`src/rtl/core/astt_pkg.sv`:
```
// ----------------------------------------------------------------------------
// astt_pkg
// Shared constants, codes and structures of the signalling transaction tracker.
// ----------------------------------------------------------------------------
package astt_pkg;

  // Width of the generation counter; 1 to 32.
  localparam int unsigned GENERATION_BITS = 16;
  localparam int unsigned TICKET_W        = 16;
  // Ticket compare width: the wider of the counter and the ticket field.
  localparam int unsigned CMP_W = (GENERATION_BITS > TICKET_W) ? GENERATION_BITS : TICKET_W;

  // Queue between front and back.
  localparam int unsigned QUEUE_DEPTH = 2;
  localparam int unsigned QPTR_W      = (QUEUE_DEPTH > 1) ? $clog2(QUEUE_DEPTH) : 1;
  localparam int unsigned QCNT_W      = $clog2(QUEUE_DEPTH + 1);

  localparam logic [7:0] MIN_LEN       = 8'd2;
  localparam logic [1:0] FRAME_LEN     = 2'd2;
  localparam logic [1:0] PAYLOAD_OFS   = 2'd2;
  localparam logic [1:0] PKT_SINGLE    = 2'd0;
  localparam logic [1:0] MSG_COMMAND   = 2'd0;
  localparam logic [1:0] MSG_GEN_REJ   = 2'd1;
  localparam logic [1:0] MSG_ACCEPT    = 2'd2;
  localparam logic [1:0] MSG_REJECT    = 2'd3;

  typedef enum logic [1:0] {
    KIND_BEGIN    = 2'd0,
    KIND_RESPONSE = 2'd1,
    KIND_CLEAR    = 2'd2,
    KIND_UNKNOWN  = 2'd3
  } kind_t;

  typedef enum logic [3:0] {
    ST_OK         = 4'd0,
    ST_INVALID    = 4'd1,
    ST_FAULTED    = 4'd2,
    ST_BUSY       = 4'd3,
    ST_STALE      = 4'd4,
    ST_UNEXPECTED = 4'd5,
    ST_TRUNCATED  = 4'd6,
    ST_FRAGMENT   = 4'd7,
    ST_REJECTED   = 4'd8
  } status_t;

  // One classified item as it waits in the queue.
  typedef struct packed {
    kind_t                 kind;
    logic                  args_bad;    // begin: signal id or buffer room out of range
    logic [5:0]            sig;         // begin: requested id, response: received id
    logic [TICKET_W-1:0]   ticket;
    logic                  short_len;   // response shorter than its header
    logic [3:0]            label;
    logic                  pkt_single;
    logic [1:0]            mtype;
  } cmd_t;

  // One result item.
  typedef struct packed {
    status_t             status;
    logic [7:0]          header_out;
    logic [5:0]          signal_out;
    logic [1:0]          frame_length;
    logic [TICKET_W-1:0] ticket_out;
    logic [1:0]          data_offset;
  } res_t;

endpackage

```
`src/rtl/core/astt_in_if.sv`:
```
// ----------------------------------------------------------------------------
// astt_in_if
// Request channel: one beat carries one begin, response check or reset item.
// ----------------------------------------------------------------------------
interface astt_in_if;
  logic       valid;
  logic       ready;
  logic [1:0] kind;
  logic [7:0] req_signal;
  logic [7:0] buffer_room;
  logic [15:0] ticket;
  logic [7:0] response_length;
  logic [7:0] header_byte;
  logic [7:0] signal_byte;

  modport source (
    output valid, kind, req_signal, buffer_room, ticket, response_length,
           header_byte, signal_byte,
    input  ready
  );
  modport sink (
    input  valid, kind, req_signal, buffer_room, ticket, response_length,
           header_byte, signal_byte,
    output ready
  );
endinterface

```
`src/rtl/core/astt_out_if.sv`:
```
// ----------------------------------------------------------------------------
// astt_out_if
// Result channel: one beat carries the outcome of one request.
// ----------------------------------------------------------------------------
interface astt_out_if;
  logic        valid;
  logic        ready;
  logic [3:0]  status;
  logic [7:0]  header_out;
  logic [5:0]  signal_out;
  logic [1:0]  frame_length;
  logic [15:0] ticket_out;
  logic [1:0]  data_offset;

  modport source (
    output valid, status, header_out, signal_out, frame_length, ticket_out,
           data_offset,
    input  ready
  );
  modport sink (
    input  valid, status, header_out, signal_out, frame_length, ticket_out,
           data_offset,
    output ready
  );
endinterface

```
`src/rtl/core/astt_front.sv`:
```
// ----------------------------------------------------------------------------
// astt_front
// Accepts request beats and reduces them to the flags the back end needs.
// ----------------------------------------------------------------------------
module astt_front (
  astt_in_if.sink         in_ch,
  output logic            push_valid,
  input  logic            push_ready,
  output astt_pkg::cmd_t  push_cmd
);

  assign in_ch.ready = push_ready;
  assign push_valid  = in_ch.valid;

  always_comb begin
    push_cmd            = '0;
    push_cmd.kind       = astt_pkg::kind_t'(in_ch.kind);
    // A usable signal id lies between 1 and 63.
    push_cmd.args_bad   = (in_ch.req_signal[7:6] != 2'b00) ||
                          (in_ch.req_signal[5:0] == 6'd0) ||
                          (in_ch.buffer_room < astt_pkg::MIN_LEN);
    push_cmd.sig        = (push_cmd.kind == astt_pkg::KIND_BEGIN) ?
                          in_ch.req_signal[5:0] : in_ch.signal_byte[5:0];
    push_cmd.ticket     = in_ch.ticket;
    push_cmd.short_len  = (in_ch.response_length < astt_pkg::MIN_LEN);
    push_cmd.label      = in_ch.header_byte[7:4];
    push_cmd.pkt_single = (in_ch.header_byte[3:2] == astt_pkg::PKT_SINGLE);
    push_cmd.mtype      = in_ch.header_byte[1:0];
  end

endmodule

```
`src/rtl/core/astt_queue.sv`:
```
// ----------------------------------------------------------------------------
// astt_queue
// Short first-in first-out queue of classified items between front and back.
// ----------------------------------------------------------------------------
module astt_queue (
  input  logic            clk,
  input  logic            rst_n,
  input  logic            push_valid,
  output logic            push_ready,
  input  astt_pkg::cmd_t  push_cmd,
  output logic            pop_valid,
  input  logic            pop_ready,
  output astt_pkg::cmd_t  pop_cmd
);

  localparam int unsigned DEPTH = astt_pkg::QUEUE_DEPTH;
  localparam int unsigned PW    = astt_pkg::QPTR_W;
  localparam int unsigned CW    = astt_pkg::QCNT_W;

  astt_pkg::cmd_t mem_r [DEPTH];
  logic [PW-1:0]  wptr_r, wptr_nxt;
  logic [PW-1:0]  rptr_r, rptr_nxt;
  logic [CW-1:0]  count_r, count_nxt;
  logic           do_push, do_pop;

  assign push_ready = (count_r != CW'(DEPTH));
  assign pop_valid  = (count_r != '0);
  assign pop_cmd    = mem_r[rptr_r];
  assign do_push    = push_valid && push_ready;
  assign do_pop     = pop_valid && pop_ready;

  always_comb begin
    wptr_nxt  = wptr_r;
    rptr_nxt  = rptr_r;
    count_nxt = count_r;
    if (do_push) begin
      wptr_nxt = (wptr_r == PW'(DEPTH - 1)) ? '0 : wptr_r + PW'(1);
    end
    if (do_pop) begin
      rptr_nxt = (rptr_r == PW'(DEPTH - 1)) ? '0 : rptr_r + PW'(1);
    end
    if (do_push && !do_pop) begin
      count_nxt = count_r + CW'(1);
    end else if (do_pop && !do_push) begin
      count_nxt = count_r - CW'(1);
    end
  end

  always_ff @(posedge clk) begin
    if (!rst_n) begin
      wptr_r  <= '0;
      rptr_r  <= '0;
      count_r <= '0;
    end else begin
      wptr_r  <= wptr_nxt;
      rptr_r  <= rptr_nxt;
      count_r <= count_nxt;
    end
  end

  always_ff @(posedge clk) begin
    if (do_push) begin
      mem_r[wptr_r] <= push_cmd;
    end
  end

endmodule

```
`src/rtl/core/astt_back.sv`:
```
// ----------------------------------------------------------------------------
// astt_back
// Holds the transaction state, resolves each queued item and registers its
// result for the output channel.
// ----------------------------------------------------------------------------
module astt_back (
  input  logic            clk,
  input  logic            rst_n,
  input  logic            pop_valid,
  output logic            pop_ready,
  input  astt_pkg::cmd_t  pop_cmd,
  astt_out_if.source      out_ch
);

  localparam int unsigned GW = astt_pkg::GENERATION_BITS;
  localparam int unsigned CW = astt_pkg::CMP_W;
  localparam int unsigned TW = astt_pkg::TICKET_W;

  logic [GW-1:0] gen_r, gen_nxt;
  logic [3:0]    next_label_r, next_label_nxt;
  logic [3:0]    pend_label_r, pend_label_nxt;
  logic [5:0]    pend_sig_r, pend_sig_nxt;
  logic          pend_r, pend_nxt;
  logic          fault_r, fault_nxt;
  logic          out_valid_r, out_valid_nxt;
  astt_pkg::res_t res_r, res_nxt;
  logic          do_pop;
  logic          tick_match;

  assign pop_ready  = !out_valid_r || out_ch.ready;
  assign do_pop     = pop_valid && pop_ready;
  assign tick_match = (CW'(gen_r) == CW'(pop_cmd.ticket));

  always_comb begin
    gen_nxt        = gen_r;
    next_label_nxt = next_label_r;
    pend_label_nxt = pend_label_r;
    pend_sig_nxt   = pend_sig_r;
    pend_nxt       = pend_r;
    fault_nxt      = fault_r;
    res_nxt        = '0;
    res_nxt.status = astt_pkg::ST_OK;

    case (pop_cmd.kind)
      astt_pkg::KIND_BEGIN: begin
        if (pop_cmd.args_bad) begin
          res_nxt.status = astt_pkg::ST_INVALID;
        end else if (fault_r) begin
          res_nxt.status = astt_pkg::ST_FAULTED;
        end else if (pend_r) begin
          res_nxt.status = astt_pkg::ST_BUSY;
        end else begin
          next_label_nxt       = next_label_r + 4'd1;
          pend_label_nxt       = next_label_r;
          pend_sig_nxt         = pop_cmd.sig;
          pend_nxt             = 1'b1;
          res_nxt.header_out   = {next_label_r, 4'b0000};
          res_nxt.signal_out   = pop_cmd.sig;
          res_nxt.frame_length = astt_pkg::FRAME_LEN;
          res_nxt.ticket_out   = TW'(gen_r);
        end
      end
      astt_pkg::KIND_RESPONSE: begin
        if (!tick_match) begin
          res_nxt.status = astt_pkg::ST_STALE;
        end else if (fault_r) begin
          res_nxt.status = astt_pkg::ST_FAULTED;
        end else if (!pend_r) begin
          res_nxt.status = astt_pkg::ST_UNEXPECTED;
        end else if (pop_cmd.short_len) begin
          pend_nxt       = 1'b0;
          fault_nxt      = 1'b1;
          res_nxt.status = astt_pkg::ST_TRUNCATED;
        end else if ((pop_cmd.label != pend_label_r) || (pop_cmd.sig != pend_sig_r)) begin
          res_nxt.status = astt_pkg::ST_UNEXPECTED;
        end else begin
          pend_nxt = 1'b0;
          if (!pop_cmd.pkt_single) begin
            fault_nxt      = 1'b1;
            res_nxt.status = astt_pkg::ST_FRAGMENT;
          end else if ((pop_cmd.mtype == astt_pkg::MSG_REJECT) ||
                       (pop_cmd.mtype == astt_pkg::MSG_GEN_REJ)) begin
            res_nxt.status = astt_pkg::ST_REJECTED;
          end else if (pop_cmd.mtype == astt_pkg::MSG_COMMAND) begin
            fault_nxt      = 1'b1;
            res_nxt.status = astt_pkg::ST_UNEXPECTED;
          end else begin
            res_nxt.data_offset = astt_pkg::PAYLOAD_OFS;
          end
        end
      end
      astt_pkg::KIND_CLEAR: begin
        gen_nxt        = gen_r + GW'(1);
        pend_label_nxt = '0;
        pend_sig_nxt   = '0;
        pend_nxt       = 1'b0;
        fault_nxt      = 1'b0;
      end
      default: begin
        res_nxt.status = astt_pkg::ST_INVALID;
      end
    endcase
  end

  always_comb begin
    out_valid_nxt = out_valid_r;
    if (do_pop) begin
      out_valid_nxt = 1'b1;
    end else if (out_ch.ready) begin
      out_valid_nxt = 1'b0;
    end
  end

  always_ff @(posedge clk) begin
    if (!rst_n) begin
      gen_r        <= '0;
      next_label_r <= '0;
      pend_label_r <= '0;
      pend_sig_r   <= '0;
      pend_r       <= 1'b0;
      fault_r      <= 1'b0;
      out_valid_r  <= 1'b0;
    end else begin
      out_valid_r <= out_valid_nxt;
      if (do_pop) begin
        gen_r        <= gen_nxt;
        next_label_r <= next_label_nxt;
        pend_label_r <= pend_label_nxt;
        pend_sig_r   <= pend_sig_nxt;
        pend_r       <= pend_nxt;
        fault_r      <= fault_nxt;
      end
    end
  end

  always_ff @(posedge clk) begin
    if (do_pop) begin
      res_r <= res_nxt;
    end
  end

  assign out_ch.valid        = out_valid_r;
  assign out_ch.status       = res_r.status;
  assign out_ch.header_out   = res_r.header_out;
  assign out_ch.signal_out   = res_r.signal_out;
  assign out_ch.frame_length = res_r.frame_length;
  assign out_ch.ticket_out   = res_r.ticket_out;
  assign out_ch.data_offset  = res_r.data_offset;

endmodule

```
`src/rtl/core/avdtp_signal_transaction_tracker_unit.sv`:
```
// The tracker keeps one outstanding signalling command at a time. Each request
// beat (begin a command, check a response, or reset the transaction) produces
// exactly one result beat, in order. The block sustains one request per clock
// cycle while its queue has room. A request that is taken is written into the
// queue, then carried through the state update into the output register, from
// which its result is offered; it is held back only while the output is
// stalled. The back end reads and updates the tracker state once per cycle
// while its output register is empty or being emptied.
// ----------------------------------------------------------------------------
// avdtp_signal_transaction_tracker_unit
// Top level: front end, two-entry queue and back end of the tracker.
// ----------------------------------------------------------------------------
module avdtp_signal_transaction_tracker_unit (
  input  logic        clk,
  input  logic        rst_n,
  astt_in_if.sink     in_ch,
  astt_out_if.source  out_ch
);

  // The front end only classifies, so it never holds a beat of its own; the
  // input is stalled only when the queue is full, which needs the output side
  // to have refused results for a while.
  logic            push_valid, push_ready;
  astt_pkg::cmd_t  push_cmd;
  logic            pop_valid, pop_ready;
  astt_pkg::cmd_t  pop_cmd;

  astt_front u_front (
    .in_ch      (in_ch),
    .push_valid (push_valid),
    .push_ready (push_ready),
    .push_cmd   (push_cmd)
  );

  // The queue lets the back end stall on the output while requests still
  // arrive, and lets the front end idle while results drain.
  astt_queue u_queue (
    .clk        (clk),
    .rst_n      (rst_n),
    .push_valid (push_valid),
    .push_ready (push_ready),
    .push_cmd   (push_cmd),
    .pop_valid  (pop_valid),
    .pop_ready  (pop_ready),
    .pop_cmd    (pop_cmd)
  );

  // The back end owns the label rotation, the generation count and the
  // outstanding and fault flags. It takes the next item whenever its output
  // register is empty or being emptied in the same cycle.
  astt_back u_back (
    .clk       (clk),
    .rst_n     (rst_n),
    .pop_valid (pop_valid),
    .pop_ready (pop_ready),
    .pop_cmd   (pop_cmd),
    .out_ch    (out_ch)
  );

endmodule

```
`src/flat_wrapper.sv`:
```
// flat-port wrapper written by rule: the top's interface ports become plain ports
module avdtp_signal_transaction_tracker_unit_flat 
  (clk, rst_n, in_ch_valid, in_ch_kind, in_ch_req_signal, in_ch_buffer_room, in_ch_ticket, in_ch_response_length, in_ch_header_byte, in_ch_signal_byte, in_ch_ready, out_ch_valid, out_ch_status, out_ch_header_out, out_ch_signal_out, out_ch_frame_length, out_ch_ticket_out, out_ch_data_offset, out_ch_ready);
  astt_in_if in_ch_i ();
  astt_out_if out_ch_i ();
  input  logic clk;
  input  logic rst_n;
  input wire logic [$bits(in_ch_i.valid)-1:0] in_ch_valid;
  input wire logic [$bits(in_ch_i.kind)-1:0] in_ch_kind;
  input wire logic [$bits(in_ch_i.req_signal)-1:0] in_ch_req_signal;
  input wire logic [$bits(in_ch_i.buffer_room)-1:0] in_ch_buffer_room;
  input wire logic [$bits(in_ch_i.ticket)-1:0] in_ch_ticket;
  input wire logic [$bits(in_ch_i.response_length)-1:0] in_ch_response_length;
  input wire logic [$bits(in_ch_i.header_byte)-1:0] in_ch_header_byte;
  input wire logic [$bits(in_ch_i.signal_byte)-1:0] in_ch_signal_byte;
  output wire logic [$bits(in_ch_i.ready)-1:0] in_ch_ready;
  output wire logic [$bits(out_ch_i.valid)-1:0] out_ch_valid;
  output wire logic [$bits(out_ch_i.status)-1:0] out_ch_status;
  output wire logic [$bits(out_ch_i.header_out)-1:0] out_ch_header_out;
  output wire logic [$bits(out_ch_i.signal_out)-1:0] out_ch_signal_out;
  output wire logic [$bits(out_ch_i.frame_length)-1:0] out_ch_frame_length;
  output wire logic [$bits(out_ch_i.ticket_out)-1:0] out_ch_ticket_out;
  output wire logic [$bits(out_ch_i.data_offset)-1:0] out_ch_data_offset;
  input wire logic [$bits(out_ch_i.ready)-1:0] out_ch_ready;
  assign in_ch_i.valid = in_ch_valid;
  assign in_ch_i.kind = in_ch_kind;
  assign in_ch_i.req_signal = in_ch_req_signal;
  assign in_ch_i.buffer_room = in_ch_buffer_room;
  assign in_ch_i.ticket = in_ch_ticket;
  assign in_ch_i.response_length = in_ch_response_length;
  assign in_ch_i.header_byte = in_ch_header_byte;
  assign in_ch_i.signal_byte = in_ch_signal_byte;
  assign in_ch_ready = in_ch_i.ready;
  assign out_ch_valid = out_ch_i.valid;
  assign out_ch_status = out_ch_i.status;
  assign out_ch_header_out = out_ch_i.header_out;
  assign out_ch_signal_out = out_ch_i.signal_out;
  assign out_ch_frame_length = out_ch_i.frame_length;
  assign out_ch_ticket_out = out_ch_i.ticket_out;
  assign out_ch_data_offset = out_ch_i.data_offset;
  assign out_ch_i.ready = out_ch_ready;
  avdtp_signal_transaction_tracker_unit u_core (.clk(clk), .rst_n(rst_n), .in_ch(in_ch_i), .out_ch(out_ch_i));
endmodule
```
`config.mk`:
```
export PLATFORM = sky130hd
export DESIGN_NAME = avdtp_signal_transaction_tracker_unit_flat
export DESIGN_NICKNAME = d
export VERILOG_FILES = /design/src/rtl/core/astt_pkg.sv /design/src/rtl/core/astt_in_if.sv /design/src/rtl/core/astt_out_if.sv /design/src/rtl/core/astt_front.sv /design/src/rtl/core/astt_queue.sv /design/src/rtl/core/astt_back.sv /design/src/rtl/core/avdtp_signal_transaction_tracker_unit.sv /design/src/flat_wrapper.sv
export SDC_FILE = /design/constraint.sdc
export NUM_CORES = 1
export LEC_CHECK = 0
export ABC_AREA = 0
export BUFFER_PORTS_ARGS = -buffer_cell sky130_fd_sc_hd__buf_2
export CAP_MARGIN = 20
export CORE_MARGIN = 1.5
export CORE_UTILIZATION = 45
export CTS_BUF_LIST = sky130_fd_sc_hd__clkbuf_2
export DETAILED_ROUTE_END_ITERATION = 6
export GPL_TIMING_DRIVEN = 0
export PLACE_DENSITY_LB_ADDON = 0.08
export SLEW_MARGIN = 30
export SYNTH_ARGS = -nofsm -noshare
export SYNTH_HDL_FRONTEND = slang
export SYNTH_SLANG_ARGS = --single-unit
```
`constraint.sdc`:
```
create_clock -name clk -period 3 [get_ports clk]
set_input_delay 0.3 -clock clk [delete_from_list [all_inputs] [get_ports clk]]
set_output_delay 0.3 -clock clk [all_outputs]
set_load 0.02 [all_outputs]
```
==> results of run 1 <==
power groups by stage:
stage	clock, W	sequential, W	combinational [W]
after global placement	0	0.00263	0.00156
after global routing	0.00120	0.00262	0.00181
after CTS	0.00112	0.00258	0.00166
final	0.00109	0.00258	0.00164
after detailed placement	0	0.00262	0.00161
after floorplan	0	0.00287	0.000854
logic make-up (layout without fill, tap and decap cells):
family / Yosys count / in the layout / share of synthesized area (%)
simple gates: 153 / 153 / 14.5
flops: 136 / 136 / 63.1
compound gates: 45 / 45 / 5.20
xor+xnor: 44 / 44 / 6.56
mux: 40 / 40 / 6.97
buf+inv: 34 / 209 / 2.98
fa+ha+maj: 3 / 3 / 0.639
other cells: 1 / 6 / 0.0639
Yosys cell counts (all sizes together), types with 8 or more instances:
cell type   n
edfxtp     98
and2       38
dfxtp      38
xnor2      34
mux2i      33
nor2       26
nand2      21
nor3       14
nor2b      13
a21oi      12
buf        12
inv        12
clkbuf     10
o21ai      10
xor2       10
nor4        9
nand3       8
nand4       8
layer usage:
| metal | routed length [um] | GRT usage, % | up-vias |
|---|---|---|---|
| met3 | 555 | 4.63 | 9 |
| met2 | 5500 | 29.3 | 115 |
| met4 | 117 | 6.99 | 0 |
| met1 | 5920 | 26.5 | 1835 |
| li1 | - | - | 1968 |
| met5 | 0 | 0 | - |
registers in the layout, indices dropped and copies added, names as in the netlist, named ones only:
| register | flops |
|---|---|
| u_core.u_back.out_ch.ticket_out | 16 |
| u_core.u_queue.wptr_r | 1 |
| u_core.u_back.out_ch.data_offset | 1 |
| u_core.u_back.fault_r | 1 |
| u_core.u_queue.rptr_r | 1 |
| u_core.u_back.next_label_r | 4 |
| u_core.u_back.pend_label_r | 4 |
| u_core.u_back.gen_r | 16 |
| u_core.u_queue.mem_r | 66 |
| u_core.u_back.pend_sig_r | 6 |
| u_core.u_back.out_ch.status | 4 |
| u_core.u_queue.count_r | 2 |
| u_core.u_back.pend_r | 1 |
| u_core.u_back.out_ch.frame_length | 1 |
| u_core.u_back.out_ch.header_out | 4 |
| u_core.u_back.out_ch.valid | 1 |
| u_core.u_back.out_ch.signal_out | 6 |
critical path, cell delays in order, from the launching register on:
cell and delay [ps]:
dfxtp_1 360, buf_6 130, mux2_2 390, nor2_1 150, nand3_1 460, inv_1 250
clkbuf_1 320, nand3_1 140, xnor2_1 170, and2_1 160
how the worst max path moves through the flow:
| stage | start | depth (start not counted) | slack, ps | endpoint |
|---|---|---|---|---|
| floorplan | u_core.u_queue.count_r[0] | 3 | 370 | u_core.u_queue.mem_r[0][0] |
| global placement | u_core.u_queue.count_r[0] | 3 | -460 | u_core.u_queue.mem_r[0][18] |
| detailed placement | flip-flop | 8 | 390 | u_core.u_back.out_ch.status[2] |
| CTS | flip-flop | 9 | 360 | u_core.u_back.next_label_r[2] |
| global route | u_core.u_queue.count_r[0] | 9 | 90 | u_core.u_back.pend_label_r[0] |
| finish | flip-flop | 9 | 370 | u_core.u_back.next_label_r[2] |
cell type report:
class	count	area share [%]
Buffer	22	1.77
Tap cell	172	2.93
Clock buffer	21	1.43
Timing Repair Buffer	143	13.6
Multi-Input combinational cell	291	27.5
Sequential cell	136	50.4
Inverter	12	0.613
Clock inverter	11	1.77
stage by stage:
stage,TNS [ps],hold WS (ps),power [W]
after CTS,0,43.8,0.00536
after global placement,-15410,487,0.00418
after global routing,0,110,0.00563
after detailed placement,0,491,0.00423
after floorplan,0,399,0.00373
final,0,124,0.00531
==> flow_summary.ini, run 1 <==
[floorplan]
die_area_um2 = 13700
ios = 102
die_x_um = 117
core-area_um2 = 12700
initial_core_util_pct = 46.3
die_h_um = 117
core.rowCount = 41

[drt]
dr.pass1.iters = 4
ant_nets = 0
vias = 3927
drc_errors = 0
routed_wl_um = 12100
drtIter0Drc = 263
viasPerCell = 4.86
post_drt_wl_per_cell_um = 15.0

[yosys]
postSynthCellCount = 456
synth_largest_area_cell = edfxtp_1
synth_edf_count = 98
ys_seq_elements = 136
synth_top_area_share_pct = 50.1
syn-cell-area_um2 = 5870
synth.distinct_cells = 49
ys_seq_area_share_pct = 63.1
ys_warn_count = 0
syn_avg_cell_area_um2 = 12.9
synth_top_flop_cell = edfxtp_1
ys_top_cells_by_area = edfxtp_1, dfxtp_1, mux2i_1
async_flop_share_pct = 0

[pwr]
p_comb_share_pct = 30.9
power.density_nw_per_um2 = 722
peakVddDrop_mv = 0.403
p_leak_nw = 2.77
switching_power_w = 0.00176
seqPwrFrac_pct = 48.6
clockPowerShare_pct = 20.5
swShare_pct = 33.2
intPower_w = 0.00354

[setup_path]
arrival_ps = 3210
r2r_end = u_core.u_back.next_label_r[2]
endpoint_kind = flip-flop
path_class = flip-flop to flip-flop
cp.required_ps = 3580
reg2reg_slack_ps = 370
reg2reg_depth = 9
crit_fanout = 10
cp-start-kind = flip-flop

[sta]
slew_viol_final = 0
timing.final.ws_setup_ps = 365
rsz0062_at_grt = false
tightestPinTransition_ps = 827
fin_crit_sh_pct = 87.8
fin_crit_ps = 2630
timing.fmax_mhz = 380
setup_viol = 0
relSlewSlack_pct = 44.8
skew_ps = 30.4
finalHoldViolCount = 0

[finish]
drive_above_1_share_pct = 23.6
layout_commonest_cell = edfxtp_1
num_antenna_cells = 0
fin_util_pct = 58.0
final_area_um2 = 7350
regArea_um2 = 3700
final_nets = 688
multi_input_area_um2 = 2020
fillers = 1070
final_cell_mix = edfxtp_1, buf_2, dlygate4sd3_1, and2_1, dfxtp_1
fin_cells = 808
syn_to_final_growth_pct = 25.2

[grt]
grt_max_degree = 37
grt_pass1_vias = 3806
grt_pass1_wl_um = 19000
grt_usage_pct = 19.1
antenna_found_initial = 0
gr-total-overflow = 0

[hold_path]
holdPathEnd = u_core.u_queue.wptr_r
min-delay-start = in_ch_valid
min_path_cells = 4
worstHoldPathType = input port to flip-flop

[placement]
dpl.hpwl_um = 8270
pre_cts_ws_ps = 385
dp.cells = 726
portBuffers = 91
post_dp_cell_area_um2 = 6620
gp_congestion = 0.828

[clocking]
root_buffer = clkbuf_2
hold_buffers = 50
numCtsBuffers = 17
cts.sink_count = 136
cts_tree = yes
clk-insertion-delay-late_ps = 690
post_cts_resized = 0
ctsHtreeMaxLevel = 4
clk_path_buf_depth = 2
cts.clk_slew.worst_paths_ps = 170
post_cts_buffers = 0

[outcome]
status = complete, no violations

[run]
drv_cap = 0
Power figures use the tool's default switching activity.
==> run 2, diff against run 1 <==
--- a/config.mk
+++ b/config.mk
@@ -5,7 +5,7 @@
 export SDC_FILE = /design/constraint.sdc
 export NUM_CORES = 1
 export LEC_CHECK = 0
-export ABC_AREA = 0
+export ABC_AREA = 1
 export BUFFER_PORTS_ARGS = -buffer_cell sky130_fd_sc_hd__buf_2
 export CAP_MARGIN = 20
 export CORE_MARGIN = 1.5
@@ -14,7 +14,7 @@
 export DETAILED_ROUTE_END_ITERATION = 6
 export GPL_TIMING_DRIVEN = 0
 export PLACE_DENSITY_LB_ADDON = 0.08
-export SLEW_MARGIN = 30
+export SLEW_MARGIN = 20
 export SYNTH_ARGS = -nofsm -noshare
 export SYNTH_HDL_FRONTEND = slang
 export SYNTH_SLANG_ARGS = --single-unit
==> run 2 against run 1 <==
  * Flip-flop and latch count is the same
  * First-iteration DRC count rose by 7.2%
  * Clock skew rose by 11 ps
  * Core utilization decreased by 1.1 points
  * Register-to-register slack improved by 580 ps
  * Sequential share of layout area fell by 1.2 points
  * Design area is 2.5% higher
  * Clock power fell by 12%
  * Global-route usage is 1.8 points higher
  * Critical path type unchanged
  * Critical endpoint is now u_core.u_back.out_ch.status[0]
==> flow_summary.ini, run 2 <==
[outcome]
status = complete, no violations

[finish]
final_area_um2 = 7530
regArea_um2 = 3700
drive_above_1_share_pct = 19.9
layout_commonest_cell = nand2_1
num_antenna_cells = 0
largest_reg_flops = 66
fillers = 1250
final_nets = 886
regMostFlops = u_core.u_queue.mem_r
syn_to_final_growth_pct = 23.1
multi_input_area_um2 = 2030
final_cell_mix = nand2_1, edfxtp_1, buf_2, inv_1, nor2_1

[sta]
skew_ps = 41.1
relSlewSlack_pct = 55.5
fin_crit_ps = 2050
slew_viol_final = 0
timing.final.ws_setup_ps = 947
rsz0062_at_grt = false
fin_setup_tns_ps = 0
setup_viol = 0
timing.fmax_mhz = 487
fin_crit_sh_pct = 68.4
finalHoldViolCount = 0
tightestPinTransition_ps = 668

[placement]
post_dp_cell_area_um2 = 6890
gp_congestion = 0.840
pre_cts_ws_ps = 912
portBuffers = 91
dpl.hpwl_um = 9870

[yosys]
async_flop_share_pct = 0
ys_warn_count = 0
ys_top_cells_by_area = edfxtp_1, dfxtp_1, nand2_1
ys_seq_area_share_pct = 60.5
syn_avg_cell_area_um2 = 9.29
synth.distinct_cells = 39
ys_seq_elements = 136
synth_common_cells = nand2_1, edfxtp_1, inv_1, nor2_1, nand3_1
synth_edf_count = 98
synth_largest_area_cell = edfxtp_1
synth_top_flop_cell = edfxtp_1
postSynthCellCount = 659
synth_top_area_share_pct = 48.1
yosysMostFrequentCell = nand2_1
syn-cell-area_um2 = 6120

[pwr]
p_leak_nw = 3.19
power.density_nw_per_um2 = 790
design_power_total_w = 0.00596
peakVddDrop_mv = 0.353

[grt]
gr-total-overflow = 0
grt_max_degree = 26
antenna_found_initial = 0
grt_pass1_wl_um = 23100
grt_usage_pct = 20.9
grt_pass1_vias = 4906

[setup_path]
arrival_ps = 2590
path_buf_inv = 4
reg2reg_depth = 14
cp-start-kind = flip-flop
path_class = flip-flop to flip-flop
slowest_stage = dfxtp_1
cp.required_ps = 3540
endpoint_kind = flip-flop
slowest_delay_ps = 370
cp_top_family = simple AND/OR/NAND/NOR gates
crit_path_frequent_cell = nand2_1
path_depth = 14
crit_fanout = 10
crit_chain = inv_2 -> buf_6 -> buf_2 -> nand2_1 -> nand3_1 -> nand2_1 -> inv_1 -> nand2_1 -> nor2_1 -> nand3_1 -> nor2_1 -> o21ai_1 -> nand2_1 -> nand2_1

[floorplan]
initial_core_util_pct = 46.2
ios = 102
die_area_um2 = 14300
die_h_um = 120
core-area_um2 = 13200
core.rowCount = 42
die_x_um = 120

[drt]
dr.pass1.iters = 6
wl_met1_um = 6070
top_layer_used = met4
wl_met2_um = 7280
vias = 4997
viasPerCell = 4.95
ant_nets = 0
drc_errors = 0
dr_wl_met3_um = 653
post_drt_wl_per_cell_um = 14.1
drtIter0Drc = 282
routed_wl_um = 14200

[clocking]
root_buffer = clkbuf_2
hold_buffers = 44
cts.sink_count = 136
post_cts_resized = 0
clk-insertion-delay-late_ps = 740
numCtsBuffers = 17
clk_path_buf_depth = 2
ctsHtreeMaxLevel = 4
cts.clk_slew.worst_paths_ps = 230
post_cts_buffers = 0
cts_tree = yes

[hold_path]
worstHoldPathType = input port to flip-flop
min-delay-start = in_ch_valid
min_path_cells = 5

[run]
drv_cap = 0
==> run 2: changes by cell type in the layout (fill, tap and decap cells not counted), moves of 6 or more <==
cell / previous run / this run
inv_1: 11 / 69
nand2_1: 21 / 198
and2_1: 38 / 0
mux2i_1: 33 / 0
a211oi_1: 2 / 8
o21ai_1: 0 / 9
nor2_1: 25 / 62
a21oi_1: 12 / 30
nand3_1: 8 / 40
nor2b_1: 13 / 0
xnor2_1: 34 / 0
dlygate4sd3_1: 50 / 44
==> run 2: worst reg2reg max path, cell delays in order (launching register included) <==
cell     delay, ps
dfxtp_1        370
inv_2           90
buf_6          160
buf_2          250
nand2_1         80
nand3_1         70
nand2_1         50
inv_1           40
nand2_1         50
nor2_1         210
nand3_1        170
nor2_1         160
o21ai_1         70
nand2_1         70
nand2_1         40
==> run 2: cells by family after synthesis <==
family	Yosys count	share of synthesized area, %
and+or+nand+nor	341	23.6
muxes	6	1.10
adders and majority gates	3	0.613
AOI/OAI and AO/OA	70	6.44
other	1	0.0613
buffers and inverters	96	6.85
DFF	136	60.5
xor gates and xnor gates	6	0.859
==> run 2: layer usage <==
metal  vias to the layer above  GRT usage, %
met3                        23          4.90
li1                       2500             -
met1                      2325          25.2
met5                         -             0
met4                         0          8.04
met2                       149          36.5
==> run 2: per-stage QoR <==
step	utilization (%)	hold WS, ps	instances
after floorplan	-	399	664
after global placement	51.5	437	931
after detailed placement	52.0	448	934
after CTS	56.9	0.182	1010
after global routing	56.9	40.8	1010
final	56.9	60.3	1010
==> run 2: worst paths after layout <==
path                                         end  slack (ps)
hold reg to reg                        flip-flop         470
setup / recovery  u_core.u_back.out_ch.status[0]         950
setup reg to reg  u_core.u_back.out_ch.status[0]         950
hold / removal             u_core.u_queue.wptr_r          60
==> run 2: layout make-up <==
type,count,share of cell area (%)
Timing Repair Buffer,138,12.7
Clock inverter,15,1.58
Buffer,21,1.83
Inverter,75,3.74
Sequential cell,136,49.2
Clock buffer,17,1.13
Multi-Input combinational cell,432,27.0
Tap cell,176,2.92
==> run 2: power breakdown <==
group | internal, W | switching [W] | leakage, nW
sequential | 0.00252 | 0.000154 | 1.24
clock | 0.000231 | 0.000727 | 0.120
combinational | 0.000742 | 0.00158 | 1.82
==> run 3, diff against run 2 <==
--- a/config.mk
+++ b/config.mk
@@ -5,7 +5,7 @@
 export SDC_FILE = /design/constraint.sdc
 export NUM_CORES = 1
 export LEC_CHECK = 0
-export ABC_AREA = 1
+export ABC_AREA = 0
 export BUFFER_PORTS_ARGS = -buffer_cell sky130_fd_sc_hd__buf_2
 export CAP_MARGIN = 20
 export CORE_MARGIN = 1.5
==> constraint.sdc (replaced) <==
create_clock -name clk -period 1.7 [get_ports clk]
set_input_delay 0.17 -clock clk [delete_from_list [all_inputs] [get_ports clk]]
set_output_delay 0.17 -clock clk [all_outputs]
set_load 0.02 [all_outputs]
==> run 3 against run 2 <==
  * The flow now finishes with violations (setup timing)
  * Total power grew 84%
  * Routed wire length shrank 0.66%
  * Cell count shrank 15%
  * Sequential share of layout area shrank 5.9 points
  * Clock-buffer cell count grew 2
  * Highest routed layer unchanged
==> flow_summary.ini, run 3 (same netlist as run 1, synthesis figures left out) <==
[outcome]
status = finished with violations
violations = setup timing

[finish]
largest_reg_flops = 66
final_nets = 739
drive_above_1_share_pct = 44.5
layout_commonest_cell = edfxtp_1
fin_cells = 860
fin_util_pct = 67.7
regMostFlops = u_core.u_queue.mem_r
final_cell_mix = edfxtp_1, buf_2, dlygate4sd3_1, buf_4, dfxtp_1
syn_to_final_growth_pct = 46.1

[clocking]
numCtsBuffers = 17
cts_tree = yes
root_buffer = clkbuf_2
clk_path_buf_depth = 2
cts.sink_count = 136
ctsHtreeMaxLevel = 4
clk-insertion-delay-late_ps = 720
cts.clk_slew.worst_paths_ps = 210

[setup_path]
cp.required_ps = 2270
crit_chain = buf_12 -> buf_12 -> mux2i_2 -> xnor2_1 -> nor4_1 -> nand4_1 -> or3_4 -> nor3_2
path_class = flip-flop to flip-flop
endpoint_kind = flip-flop
arrival_ps = 2860
slowest_stage = or3_4
crit_fanout = 8
slowest_delay_ps = 440
crit_path_frequent_cell = buf_12
reg2reg_depth = 8
cp-start-kind = flip-flop

[sta]
fin_crit_sh_pct = 135
timing.fmax_mhz = 436
skew_ps = 29.0
finalHoldViolCount = 0
rsz0062_at_grt = true
setup_viol = 66
slew_viol_final = 0
fin_setup_tns_ps = -20490
relSlewSlack_pct = 58.7
tightestPinTransition_ps = 617
timing.final.ws_setup_ps = -594
fin_crit_ps = 2290

[placement]
portBuffers = 91
dpl.hpwl_um = 8140
dp.cells = 724
gp_congestion = 0.852

[run]
drv_cap = 0

[floorplan]
die_x_um = 117
die_h_um = 117
initial_core_util_pct = 46.3
ios = 102
core-area_um2 = 12700
die_area_um2 = 13700
core.rowCount = 41

[hold_path]
worstHoldPathType = input port to flip-flop
min_path_cells = 2

[drt]
post_drt_wl_per_cell_um = 16.4
drtIter0Drc = 252
viasPerCell = 4.91
drc_errors = 0
dr.pass1.iters = 4
routed_wl_um = 14100
ant_nets = 0
vias = 4223

[pwr]
seqPwrFrac_pct = 42.1
intPower_w = 0.00715
peakVddDrop_mv = 0.734
p_comb_share_pct = 41.2
clockPowerShare_pct = 16.7
swShare_pct = 34.9
p_leak_nw = 3.23
design_power_total_w = 0.0110
power.density_nw_per_um2 = 1280
switching_power_w = 0.00384

[grt]
gr-total-overflow = 0
grt_pass1_wl_um = 21100
grt_usage_pct = 21.6
antenna_found_initial = 0
grt_pass1_vias = 4037
grt_max_degree = 34
-- run 3: cell count changes in the layout (fill, tap and decap cells not counted), sizes merged, moves of 18 or more --
cell,change
a21oi,-18
and2,+38
buf,+51
inv,-69
mux2i,+33
nand2,-180
nand3,-33
nor2,-40
xnor2,+34
-- run 3: power by group through the flow --
stage          registers (W)  logic [W]  clock network (W)
2_1_floorplan        0.00509    0.00174                  0
3_3_place_gp         0.00464    0.00298                  0
3_5_place_dp         0.00466    0.00301                  0
4_1_cts              0.00460    0.00421            0.00189
5_1_grt              0.00470    0.00483            0.00201
6_report             0.00462    0.00453            0.00184
-- run 3: path summary, 6_finish.rpt --
path                                 startpoint                                   to  slack, ps
setup / recovery                      flip-flop  u_core.u_back.out_ch.data_offset[1]       -590
hold reg to reg   u_core.u_back.next_label_r[1]        u_core.u_back.next_label_r[1]        540
hold / removal             in_ch_header_byte[6]           u_core.u_queue.mem_r[1][5]        140
setup reg to reg                      flip-flop  u_core.u_back.out_ch.data_offset[1]       -590
-- run 3: per-layer routing --
layer / vias to the layer above / GRT usage (%) / share of wire, %
li1: 2080 / - / -
met1: 1981 / 29.0 / 46
met2: 149 / 34.0 / 48
met3: 13 / 4.53 / 5.1
met4: 0 / 9.56 / 1.5
met5: - / 0 / 0
-- run 3: area by class of cell --
cell class	count	area [um^2]
fill	927	4090
sequential	136	3720
multi-input combinational	292	2630
timing repair buffer	195	1530
tap	172	215
buffer	19	201
clock inverter	13	131
clock buffer	19	95.1
inverter	12	53.8
timing repair inverter	1	7.51
antenna	1	2.50
-- run 3: metrics by stage --
| step | setup WS [ps] | cell area [um^2] | hold WS, ps |
|---|---|---|---|
| 3_3_place_gp | -886 | 6760 | 357 |
| 6_report | -594 | 8580 | 136 |
| 2_1_floorplan | -360 | 6090 | 269 |
| 3_5_place_dp | -925 | 6760 | 361 |
| 5_1_grt | -683 | 8580 | 97.0 |
| 4_1_cts | -628 | 8280 | 82.4 |
-- run 3: repair_timing --
item,CTS,global route
gates cloned,8,1
buffers inserted,38,17
pin swaps,29,20
resized for setup,101,71
hold endpoints to repair,89,0
hold buffers,48,0
setup endpoints to repair,162,77
-- run 3: critical path, delay by kind of cell (launching register included) --
family	cells	cell delay, ps
XOR/XNOR	1	110
buffers and inverters	2	280
flip-flops	1	380
multiplexers	1	250
AND/OR/NAND/NOR	4	1120
